==> config.mk <==
export PLATFORM = sky130hd
export DESIGN_NAME = rc5_ir_frame_decoder_core
export DESIGN_NICKNAME = d
export VERILOG_FILES = /design/src/hdl/rc5d_pkg.sv /design/src/hdl/rc5d_ram.sv /design/src/hdl/rc5_ir_frame_decoder_core.sv
export SDC_FILE = /design/constraint.sdc
export NUM_CORES = 1
export LEC_CHECK = 0
export BUFFER_PORTS_ARGS = -buffer_cell sky130_fd_sc_hd__buf_2
export CORE_UTILIZATION = 50
export CTS_CLUSTER_SIZE = 16
export DETAILED_ROUTE_END_ITERATION = 10
export HOLD_SLACK_MARGIN = 0.05
export PLACE_DENSITY = 0.72
export SLEW_MARGIN = 20
export SYNTH_ARGS = -nofsm -noshare
export SYNTH_HDL_FRONTEND = slang
export SYNTH_SLANG_ARGS = --single-unit
==> constraint.sdc <==
create_clock -name clk -period 5.1 [get_ports clk]
set_input_delay 0 -clock clk [delete_from_list [all_inputs] [get_ports clk]]
set_output_delay 0 -clock clk [all_outputs]
set_load 0.01 [all_outputs]
==> src/hdl/rc5d_pkg.sv <==
// Shared types and constants for the RC5 infrared frame decoder.
// Holds the decoder state word layout and the next-state table.
// No dependencies.
`timescale 1ns / 1ps

package rc5d_pkg;

  localparam int ADDR_W = 5;
  localparam int CMD_W = 6;
  localparam int DS_W = 6;
  localparam int BC_W = 4;

  localparam int TABLE_SIZE = 102;

  localparam logic [DS_W-1:0] START_STATE = 6'd33;
  localparam logic [DS_W-1:0] ONE_STATE = 6'd42;
  localparam logic [DS_W-1:0] ZERO_STATE = 6'd50;
  localparam logic [BC_W-1:0] FIRST_CMD_BIT = 4'd7;
  localparam logic [BC_W-1:0] FRAME_BITS = 4'd12;

  // One word of decoder state, kept in the state RAM.
  typedef struct packed {
    logic              prev_toggle;
    logic              toggle;
    logic [CMD_W-1:0]  cmd;
    logic [ADDR_W-1:0] addr;
    logic [BC_W-1:0]   bit_count;
    logic [DS_W-1:0]   decode_state;
  } dec_state_t;

  localparam int STATE_W = $bits(dec_state_t);

  localparam logic [DS_W-1:0] NEXT_STATE_TBL [0:TABLE_SIZE-1] = '{
    6'd1,  6'd0,  6'd2,  6'd0,  6'd3,  6'd0,  6'd4,  6'd0,  6'd5,  6'd0,  6'd6,  6'd0,
    6'd7,  6'd0,  6'd8,  6'd0,  6'd9,  6'd0,  6'd10, 6'd0,  6'd11, 6'd0,  6'd12, 6'd0,
    6'd13, 6'd0,  6'd14, 6'd0,  6'd15, 6'd0,  6'd16, 6'd0,  6'd17, 6'd0,  6'd18, 6'd0,
    6'd19, 6'd0,  6'd20, 6'd0,  6'd20, 6'd21, 6'd0,  6'd22, 6'd0,  6'd23, 6'd26, 6'd24,
    6'd26, 6'd25, 6'd26, 6'd0,  6'd27, 6'd0,  6'd28, 6'd0,  6'd29, 6'd31, 6'd30, 6'd31,
    6'd0,  6'd31, 6'd0,  6'd32, 6'd0,  6'd33, 6'd35, 6'd34, 6'd35, 6'd43, 6'd36, 6'd43,
    6'd37, 6'd0,  6'd38, 6'd40, 6'd39, 6'd40, 6'd0,  6'd40, 6'd0,  6'd41, 6'd0,  6'd42,
    6'd35, 6'd34, 6'd35, 6'd44, 6'd0,  6'd45, 6'd48, 6'd46, 6'd48, 6'd47, 6'd48, 6'd0,
    6'd49, 6'd0,  6'd50, 6'd0,  6'd34, 6'd43
  };

  // Indexes past the table end fall back to state 0.
  function automatic logic [DS_W-1:0] next_state(input logic [DS_W:0] idx);
    logic [DS_W-1:0] ns;
    ns = '0;
    if (int'(idx) < TABLE_SIZE) begin
      ns = NEXT_STATE_TBL[idx];
    end
    return ns;
  endfunction

endpackage

==> src/hdl/rc5d_ram.sv <==
// Generic single-port-write, single-port-read RAM with registered read.
// Read returns the old contents on a same-cycle write. No dependencies.
`timescale 1ns / 1ps

module rc5d_ram #(
  parameter int WIDTH = 8,
  parameter int DEPTH = 2,
  localparam int AW = (DEPTH > 1) ? $clog2(DEPTH) : 1
) (
  input  logic             clk,
  input  logic             wr_en,
  input  logic [AW-1:0]    wr_addr,
  input  logic [WIDTH-1:0] wr_data,
  input  logic             rd_en,
  input  logic [AW-1:0]    rd_addr,
  output logic [WIDTH-1:0] rd_data
);

  logic [WIDTH-1:0] mem [DEPTH];
  logic [WIDTH-1:0] rd_data_r;

  always_ff @(posedge clk) begin
    if (wr_en) begin
      mem[wr_addr] <= wr_data;
    end
    if (rd_en) begin
      rd_data_r <= mem[rd_addr];
    end
  end

  assign rd_data = rd_data_r;

endmodule

==> src/hdl/rc5_ir_frame_decoder_core.sv <==
// RC5 infrared frame decoder top level.
// Depends on rc5d_pkg and rc5d_ram.
`timescale 1ns / 1ps

// One receiver pin sample is taken per input transfer and every sample yields
// exactly one result transfer; frame_done marks the sample that completed a
// twelve-bit frame (toggle, five address bits, six command bits). The decoder
// state lives in a one-entry state RAM: it is read when a sample is taken and
// written back when that sample moves into the output register, with the write
// data forwarded when the next sample follows directly. Throughput is one sample
// per clock while the output is not stalled by out_ready. The registered RAM
// read issued with the transfer is decoded in the next cycle and lands in the
// output register. After reset the state reads as zero without a clearing pass.
// cfg_wr_en loads own_address at once; write it only while the block is idle.
module rc5_ir_frame_decoder_core (
  input  logic                      clk,
  input  logic                      rst_n,
  input  logic                      cfg_wr_en,
  input  logic [rc5d_pkg::ADDR_W-1:0] cfg_wr_data,
  input  logic                      in_valid,
  output logic                      in_ready,
  input  logic                      in_ir_level,
  output logic                      out_valid,
  input  logic                      out_ready,
  output logic                      out_frame_done,
  output logic                      out_toggle_bit,
  output logic [rc5d_pkg::ADDR_W-1:0] out_frame_address,
  output logic [rc5d_pkg::CMD_W-1:0]  out_frame_command,
  output logic                      out_address_match,
  output logic                      out_new_key
);

  import rc5d_pkg::*;

  logic [ADDR_W-1:0] own_addr_r;

  logic              s1_valid_r;
  logic              s1_sample_r;
  logic              s1_go;
  logic              in_accept;

  logic              entry_valid_r;
  logic              rd_valid_r;
  logic              fwd_sel_r;
  dec_state_t        fwd_data_r;
  logic [STATE_W-1:0] ram_rd_data;

  dec_state_t        st;
  dec_state_t        st_nxt;
  logic [DS_W-1:0]   ns;
  logic [BC_W-1:0]   bc_inc;
  logic              data_bit;
  logic              emit;
  logic              match;

  logic              out_valid_r;
  logic              out_done_r;
  logic              out_toggle_r;
  logic [ADDR_W-1:0] out_addr_r;
  logic [CMD_W-1:0]  out_cmd_r;
  logic              out_match_r;
  logic              out_new_key_r;

  assign s1_go     = s1_valid_r && (!out_valid_r || out_ready);
  assign in_ready  = !s1_valid_r || s1_go;
  assign in_accept = in_valid && in_ready;

  always_ff @(posedge clk) begin
    if (!rst_n) begin
      own_addr_r <= '0;
    end else if (cfg_wr_en) begin
      own_addr_r <= cfg_wr_data;
    end
  end

  rc5d_ram #(
    .WIDTH(STATE_W),
    .DEPTH(1)
  ) u_state_ram (
    .clk    (clk),
    .wr_en  (s1_go),
    .wr_addr(1'b0),
    .wr_data(st_nxt),
    .rd_en  (in_accept),
    .rd_addr(1'b0),
    .rd_data(ram_rd_data)
  );

  // Capture validity and forwarding for the read issued with this transfer.
  always_ff @(posedge clk) begin
    if (!rst_n) begin
      s1_valid_r    <= 1'b0;
      entry_valid_r <= 1'b0;
      rd_valid_r    <= 1'b0;
      fwd_sel_r     <= 1'b0;
    end else begin
      if (in_accept) begin
        s1_valid_r <= 1'b1;
        rd_valid_r <= entry_valid_r;
        fwd_sel_r  <= s1_go;
      end else if (s1_go) begin
        s1_valid_r <= 1'b0;
      end
      if (s1_go) begin
        entry_valid_r <= 1'b1;
      end
    end
  end

  always_ff @(posedge clk) begin
    if (in_accept) begin
      s1_sample_r <= ~in_ir_level;
      fwd_data_r  <= st_nxt;
    end
  end

  always_comb begin
    if (fwd_sel_r) begin
      st = fwd_data_r;
    end else if (rd_valid_r) begin
      st = dec_state_t'(ram_rd_data);
    end else begin
      st = '0;
    end
  end

  // Advance the table and shift in decoded bits.
  always_comb begin
    ns       = next_state({st.decode_state, s1_sample_r});
    bc_inc   = st.bit_count + 4'd1;
    data_bit = (ns == ONE_STATE);
    emit     = 1'b0;
    match    = 1'b0;
    st_nxt   = st;
    st_nxt.decode_state = ns;
    if (ns == START_STATE) begin
      st_nxt.bit_count = '0;
      st_nxt.addr      = '0;
      st_nxt.cmd       = '0;
    end else if (ns == ONE_STATE || ns == ZERO_STATE) begin
      st_nxt.bit_count = bc_inc;
      if (bc_inc == 4'd1) begin
        st_nxt.toggle = data_bit;
      end else if (bc_inc < FIRST_CMD_BIT) begin
        st_nxt.addr = {st.addr[ADDR_W-2:0], data_bit};
      end else begin
        st_nxt.cmd = {st.cmd[CMD_W-2:0], data_bit};
      end
      if (bc_inc == FRAME_BITS) begin
        emit  = 1'b1;
        match = (st_nxt.addr == own_addr_r);
        st_nxt.bit_count = '0;
        if (match) begin
          st_nxt.prev_toggle = st_nxt.toggle;
        end
      end
    end
  end

  always_ff @(posedge clk) begin
    if (!rst_n) begin
      out_valid_r <= 1'b0;
    end else if (s1_go) begin
      out_valid_r <= 1'b1;
    end else if (out_ready) begin
      out_valid_r <= 1'b0;
    end
  end

  always_ff @(posedge clk) begin
    if (s1_go) begin
      out_done_r    <= emit;
      out_toggle_r  <= emit & st_nxt.toggle;
      out_addr_r    <= emit ? st_nxt.addr : '0;
      out_cmd_r     <= emit ? st_nxt.cmd : '0;
      out_match_r   <= match;
      out_new_key_r <= match & (st_nxt.toggle ^ st.prev_toggle);
    end
  end

  assign out_valid         = out_valid_r;
  assign out_frame_done    = out_done_r;
  assign out_toggle_bit    = out_toggle_r;
  assign out_frame_address = out_addr_r;
  assign out_frame_command = out_cmd_r;
  assign out_address_match = out_match_r;
  assign out_new_key       = out_new_key_r;

endmodule

# == Yosys cells after proc, flatten, opt, wreduce, memory -nomap -nowiden ==
# Memory sizes are Yosys's and may differ from the RTL's. A register that Yosys moved wholly into a read port is not among the register bits.
# Index checks and enable logic that the tools add are counted.
# totals
ff_bits,49
latchBits,0
ram_bits,23
mem_bits_ro,768
in_bits,11
output_inout_bits,17
wordCells,74
n_memories,2
# classes
add_sub_neg,1
n_mul,0
n_div,0
magnitude_cmp,3
n_eq_ne,6
shift,0
n_mux,29
bitwise,5
reduce_logical,9
# mem_list
memory,words,word_bits,rd,rd_ports_with_merged_regs,write_ports,line_no,source
(no name shown),128,6,1,0,0,rc5d_pkg.sv:50,ns = NEXT_STATE_TBL[idx];
u_state_ram.mem,1,23,1,1,1,rc5d_ram.sv:19,logic [WIDTH-1:0] mem [DEPTH];
# op_table
op,n
$mux 23,2
$mux 11,3
$mux 6,4
$eq 6x6->1 const B,3
$mux 17,1
$mux 1,15
$mux 15,1
$ge 8x8->1 const B,1
$not 7->8,1
$lt 7x7->1 const B,1
$eq 5x5->1,1
$mux 5,1
$add 4x1->4 const B,1
$eq 4x1->1 const B,1
$eq 4x4->1 const B,1
$lt 4x3->1 const B,1
$mux 4,1
$reduce_bool 2->1,2
$logic_or 1x1->1,3
$and 1x1->1,2
$logic_and 1x1->1,2
$logic_not 1->1,2
$mux 2,1
$not 1->1,1
$xor 1x1->1,1

# == Depth between registers and ports, before layout ==
# depth
depth_word,19
mapped_depth,15
ltp_nobuf,13

# == Hierarchy ==
# A second synthesis with hierarchy kept.
# unflattened
cells_unflattened,433
area_unflattened_um2,5069.9
# modules_own_cells
mod,n_inst,cells_per_inst,area_per_inst_um2
rc5_ir_frame_decoder_core,1,387,3688.5
rc5d_ram,1,46,1381.3

# == Least setup slack after synthesis ==
# No wires, ideal clock.
# synth_timing
path_type,reg-to-reg
startpoint,register fwd_sel_r
endpoint,register fwd_data_r[14] in the netlist's numbering (data pin)
setup_ns,0.148
arrival_ns,3.445
path_slack_ns,1.508
path_stages_with_launch,14
synth_period_minus_slack_ns,3.592
cell_sequence,dfxtp_1 -> buf_4 -> and3b_1 -> a21oi_1 -> inv_1 -> ha_1 -> or3_1 -> a311oi_1 -> o41ai_1 -> o21bai_1 -> or3_4 -> nor3_4 -> mux2_1 -> nor2_1
# synth_lines
element,line_no,source
start: declaration,rc5_ir_frame_decoder_core.sv:44,logic fwd_sel_r;
start signal: assignment,rc5_ir_frame_decoder_core.sv:100,fwd_sel_r <= s1_go;
end signal: assignment,rc5_ir_frame_decoder_core.sv:113,fwd_data_r <= st_nxt;
end: declaration,rc5_ir_frame_decoder_core.sv:45,dec_state_t fwd_data_r;

# == Worst setup path after layout ==
# layout_timing
startpoint,register fwd_sel_r
endpoint,register out_new_key_r (netlist: out_new_key) (data pin)
# layout_between
elab_chain_cells,16
word_cells_on_any_way,28
cone_classes,add/sub (1); order compare (2); eq/ne (6); mux (14); bitwise (3); reduce/logical (1); memory (1)
# layout_lines
element,line_no,source
$mux 23 *,rc5_ir_frame_decoder_core.sv:118,if (fwd_sel_r) begin
$not 7->8 (implied by the code),rc5d_pkg.sv:50,
$mem_v2 128x6,n/a,
$mux 6 (implied by the code) (2 in a row),rc5d_pkg.sv:50,
$mux 6 *,rc5d_pkg.sv:49,if (int'(idx) < TABLE_SIZE) begin
net ns[0],rc5_ir_frame_decoder_core.sv:50,logic [DS_W-1:0] ns;
$eq 6x6->1,"rc5_ir_frame_decoder_core.sv:131, rc5_ir_frame_decoder_core.sv:140",
$mux 5,rc5_ir_frame_decoder_core.sv:144,end else if (bc_inc < FIRST_CMD_BIT) begin
$mux 11,rc5_ir_frame_decoder_core.sv:142,if (bc_inc == 4'd1) begin
$mux 11,rc5_ir_frame_decoder_core.sv:140,end else if (ns == ONE_STATE || ns == ZERO_STATE) begin
$mux 11,rc5_ir_frame_decoder_core.sv:136,if (ns == START_STATE) begin
$eq 5x5->1,rc5_ir_frame_decoder_core.sv:151,match = (st_nxt.addr == own_addr_r);
$mux 1,rc5_ir_frame_decoder_core.sv:149,if (bc_inc == FRAME_BITS) begin
$mux 1,rc5_ir_frame_decoder_core.sv:140,
$mux 1,rc5_ir_frame_decoder_core.sv:136,
$and 1x1->1 *,rc5_ir_frame_decoder_core.sv:177,out_new_key_r <= match & (st_nxt.toggle ^ st.prev_toggle);
end signal: assignment,rc5_ir_frame_decoder_core.sv:177,
end: declaration,rc5_ir_frame_decoder_core.sv:62,logic out_new_key_r;
# Mark *: on every way through the listed nets, which the timed path passes. The rest lies on a longest branch. The select of a mux whose other input is x is not followed.
# A chain may end at the register's enable or synchronous reset.

==> flow_summary.json <==
{
  "relSlewSlack": 0.489,
  "post_cts_resized": 0,
  "path_class": "reg2reg",
  "syn2layout_area_growth_pct": 12.7,
  "die-area_um2": 10400,
  "p_leak_nw": 2.07,
  "synth_edf_count": 82,
  "synth.distinct_cells": 73,
  "wl_um": 12100,
  "p_seq_frac": 0.591,
  "slowest_delay_ns": 0.75,
  "place_ws_ns": 0.791,
  "vias": 3816,
  "final_common_cell": "edfxtp_1",
  "required_ns": 5.22,
  "p_comb_frac": 0.112,
  "tightest_slew_ns": 0.762,
  "async_flop_share": 0,
  "dp_hpwl_um": 7990,
  "die_w_um": 102,
  "worstHoldPathType": "in2reg",
  "gp_congestion": 0.984,
  "finClkSkew_ns": 0.0135,
  "dp.cells": 582,
  "timing_hold_violations_final": 0,
  "postSynthCellCount": 443,
  "p_int_mw": 1.11,
  "grt_max_degree": 44,
  "drv_slew": 0,
  "min_period_ns": 4.43,
  "ys_ff_latch": 92,
  "antenna_found_initial": 0,
  "syn_avg_cell_area_um2": 11.3,
  "crit_path_start_kind": "flip-flop",
  "first_pass_iters": 7,
  "antenna_left": 0,
  "finalWorstSetupSlack_ns": 0.668,
  "worstSetupEndpointType": "flip-flop",
  "port_buffers": 27,
  "start_util": 0.515,
  "drive_gt1_frac": 0.138,
  "fmax_mhz": 226,
  "cts.path.max_buffers": 2,
  "grt_pass1_vias": 3829,
  "synthFlopType": "edfxtp_1",
  "die_y_um": 102,
  "post-route-period-util": 0.869,
  "clock-sinks": 92,
  "clkLatencyLatePin_ns": 0.36,
  "cp_max_fo": 37,
  "final_cell_mix": "edfxtp_1, nor2_1, buf_2",
  "rsz0062_at_grt": "false",
  "switchingPower_uw": 391,
  "core_area_um2": 9730,
  "first_iter_violations": 279,
  "num_io_pins": 28,
  "sw_frac_of_total": 0.260,
  "holdWs_ns": 0.423,
  "synthesis.area_um2": 5010,
  "drv_cap": 0,
  "wl_per_cell_um": 19.5,
  "status": "finished, final reports clean",
  "ys_warn_count": 0,
  "root_buffer": "clkbuf_8",
  "grt_overflow": 0,
  "fp-row-count": 36,
  "grt_pass1_wl_um": 19000,
  "synth.net_count": 465,
  "power.density_nw_per_um2": 266,
  "ir_drop_mv": 0.201,
  "grtUsageTotal": 0.245,
  "htree_num_levels": 3,
  "tritoncts": "done",
  "drcViolationCount": 0,
  "diodes": 0,
  "crit_arrival_ns": 4.55,
  "p_clk_frac": 0.296,
  "setup_viol": 0,
  "fin_cells": 620,
  "path_cells": "and3b_1 -> a21oi_1 -> inv_1 -> ha_1 -> nor3_1 -> nor2_1 -> a311o_1 -> o211ai_1 -> or4_4 -> a2bb2oi_1 -> nand3_1 -> nor3b_1",
  "avgViaCountPerCell": 6.15,
  "finalSetupTns_ns": 0,
  "clk_pin_slew_ns": 0.09,
  "cp_slowest_cell": "dfxtp_2",
  "numCtsBuffers": 9,
  "synth_seq_area_share": 0.531,
  "nNetsFinal": 504
}
[cells in the mapped netlist (all sizes together), types with 3 or more instances]
cell type   n  area share
nand3b      6      0.0090
and2        7      0.0087
a2bb2oi     3      0.0052
inv        15       0.011
o21a        4      0.0060
or4         3      0.0052
edfxtp     82        0.49
nor2b      17       0.021
and3        5      0.0062
a22o        9       0.016
nor3       11       0.013
a21oi      17       0.017
nand3       9      0.0090
xnor2       6       0.010
a211oi      8       0.015
clkbuf     10      0.0075
a211o       3      0.0052
nor2       35       0.027
a2111oi     4      0.0070
xor2        5       0.010
o31a        4      0.0070
dfxtp      10       0.040
a31oi       4      0.0050
or2         3      0.0037
o21ai      22       0.022
nand2      27       0.021
a221oi      3      0.0052
o211ai      5      0.0075
and3b       5      0.0087
ha         11       0.027
a21o        5      0.0075
mux2        4      0.0090
buf        17       0.018
mux2i      14       0.028
a311o       3      0.0060
a22oi      15       0.022
nor4        3      0.0067
[path summary, 6_finish.rpt]
kind	from	to	slack [ns]	depth (start not counted)
max	fwd_sel_r$_SDFFE_PN0P_	out_new_key$_DFFE_PP_	0.67	12
min	in_ir_level	s1_sample_r$_DFFE_PP_	0.42	3
max reg2reg	fwd_sel_r$_SDFFE_PN0P_	out_new_key$_DFFE_PP_	0.67	12
min reg2reg	u_state_ram.mem[0][2]$_DFFE_PP_	u_state_ram.rd_data[2]$_DFFE_PP_	0.42	0
[cells by family after synthesis]
| logic type | count (synthesis) | share of synthesized area |
|---|---|---|
| AND/OR/NAND/NOR | 142 | 0.158 |
| AO/OA/AOI/OAI | 127 | 0.189 |
| flip-flops | 92 | 0.531 |
| buffers and inverters | 42 | 0.0369 |
| multiplexers | 18 | 0.0369 |
| XOR/XNOR | 11 | 0.0207 |
| adder cells (fa/ha/maj) | 11 | 0.0275 |
[power groups by stage]
| stage | sequential [mW] | clock, mW | combinational, mW |
|---|---|---|---|
| after floorplan | 0.894 | 0 | 0.113 |
| after global placement | 0.904 | 0 | 0.148 |
| after detailed placement | 0.905 | 0 | 0.149 |
| after CTS | 0.888 | 0.460 | 0.164 |
| final | 0.889 | 0.446 | 0.169 |
| after global routing | 0.893 | 0.491 | 0.184 |
[routing by layer]
metal  GRT usage  part of all wire
met1       0.286              0.41
met2       0.426              0.51
met3      0.0513             0.055
met4       0.129             0.027
met5           0                 0
[cell type report]
cell class              count  area [um^2]
inverters                  15         56.3
well taps                 133          166
clock inverters             7         55.1
multi-input cells         309         2170
repair buffers             55          410
clock buffers               9          124
flip-flops and latches     92         2660
fillers                   841         4080
[what timing repair did]
item,4_1_cts,5_1_grt
buffers inserted,0,0
hold buffers,21,0
endpoints found under the hold margin,14,0
[stage by stage]
stage / cell area [um^2] / util / power, mW
floorplan: 5010 / - / 1.01
global placement: 5240 / 0.539 / 1.05
detailed placement: 5240 / 0.539 / 1.05
CTS: 5630 / 0.579 / 1.51
global route: 5650 / 0.581 / 1.57
finish: 5650 / 0.581 / 1.50
[registers in the layout, summed over array words and instances, names as in the netlist]
name                 count
entry_valid_r            1
out_frame_done           1
fwd_data_r              22
out_frame_command        6
s1_sample_r              1
own_addr_r               5
u_state_ram.mem         22
out_toggle_bit           1
s1_valid_r               1
fwd_sel_r                1
out_frame_address        5
out_new_key              1
out_address_match        1
out_valid                1
rd_valid_r               1
u_state_ram.rd_data     22
[critical path: cells and delay by family, from the launching register on]
kind / cells / cell delay (ns)
fa+ha+maj: 1 / 0.26
buf+inv: 1 / 0.18
flops: 1 / 0.75
simple gates: 6 / 1.38
compound gates: 4 / 1.62
Note: power is estimated with default switching activity, not from simulation.
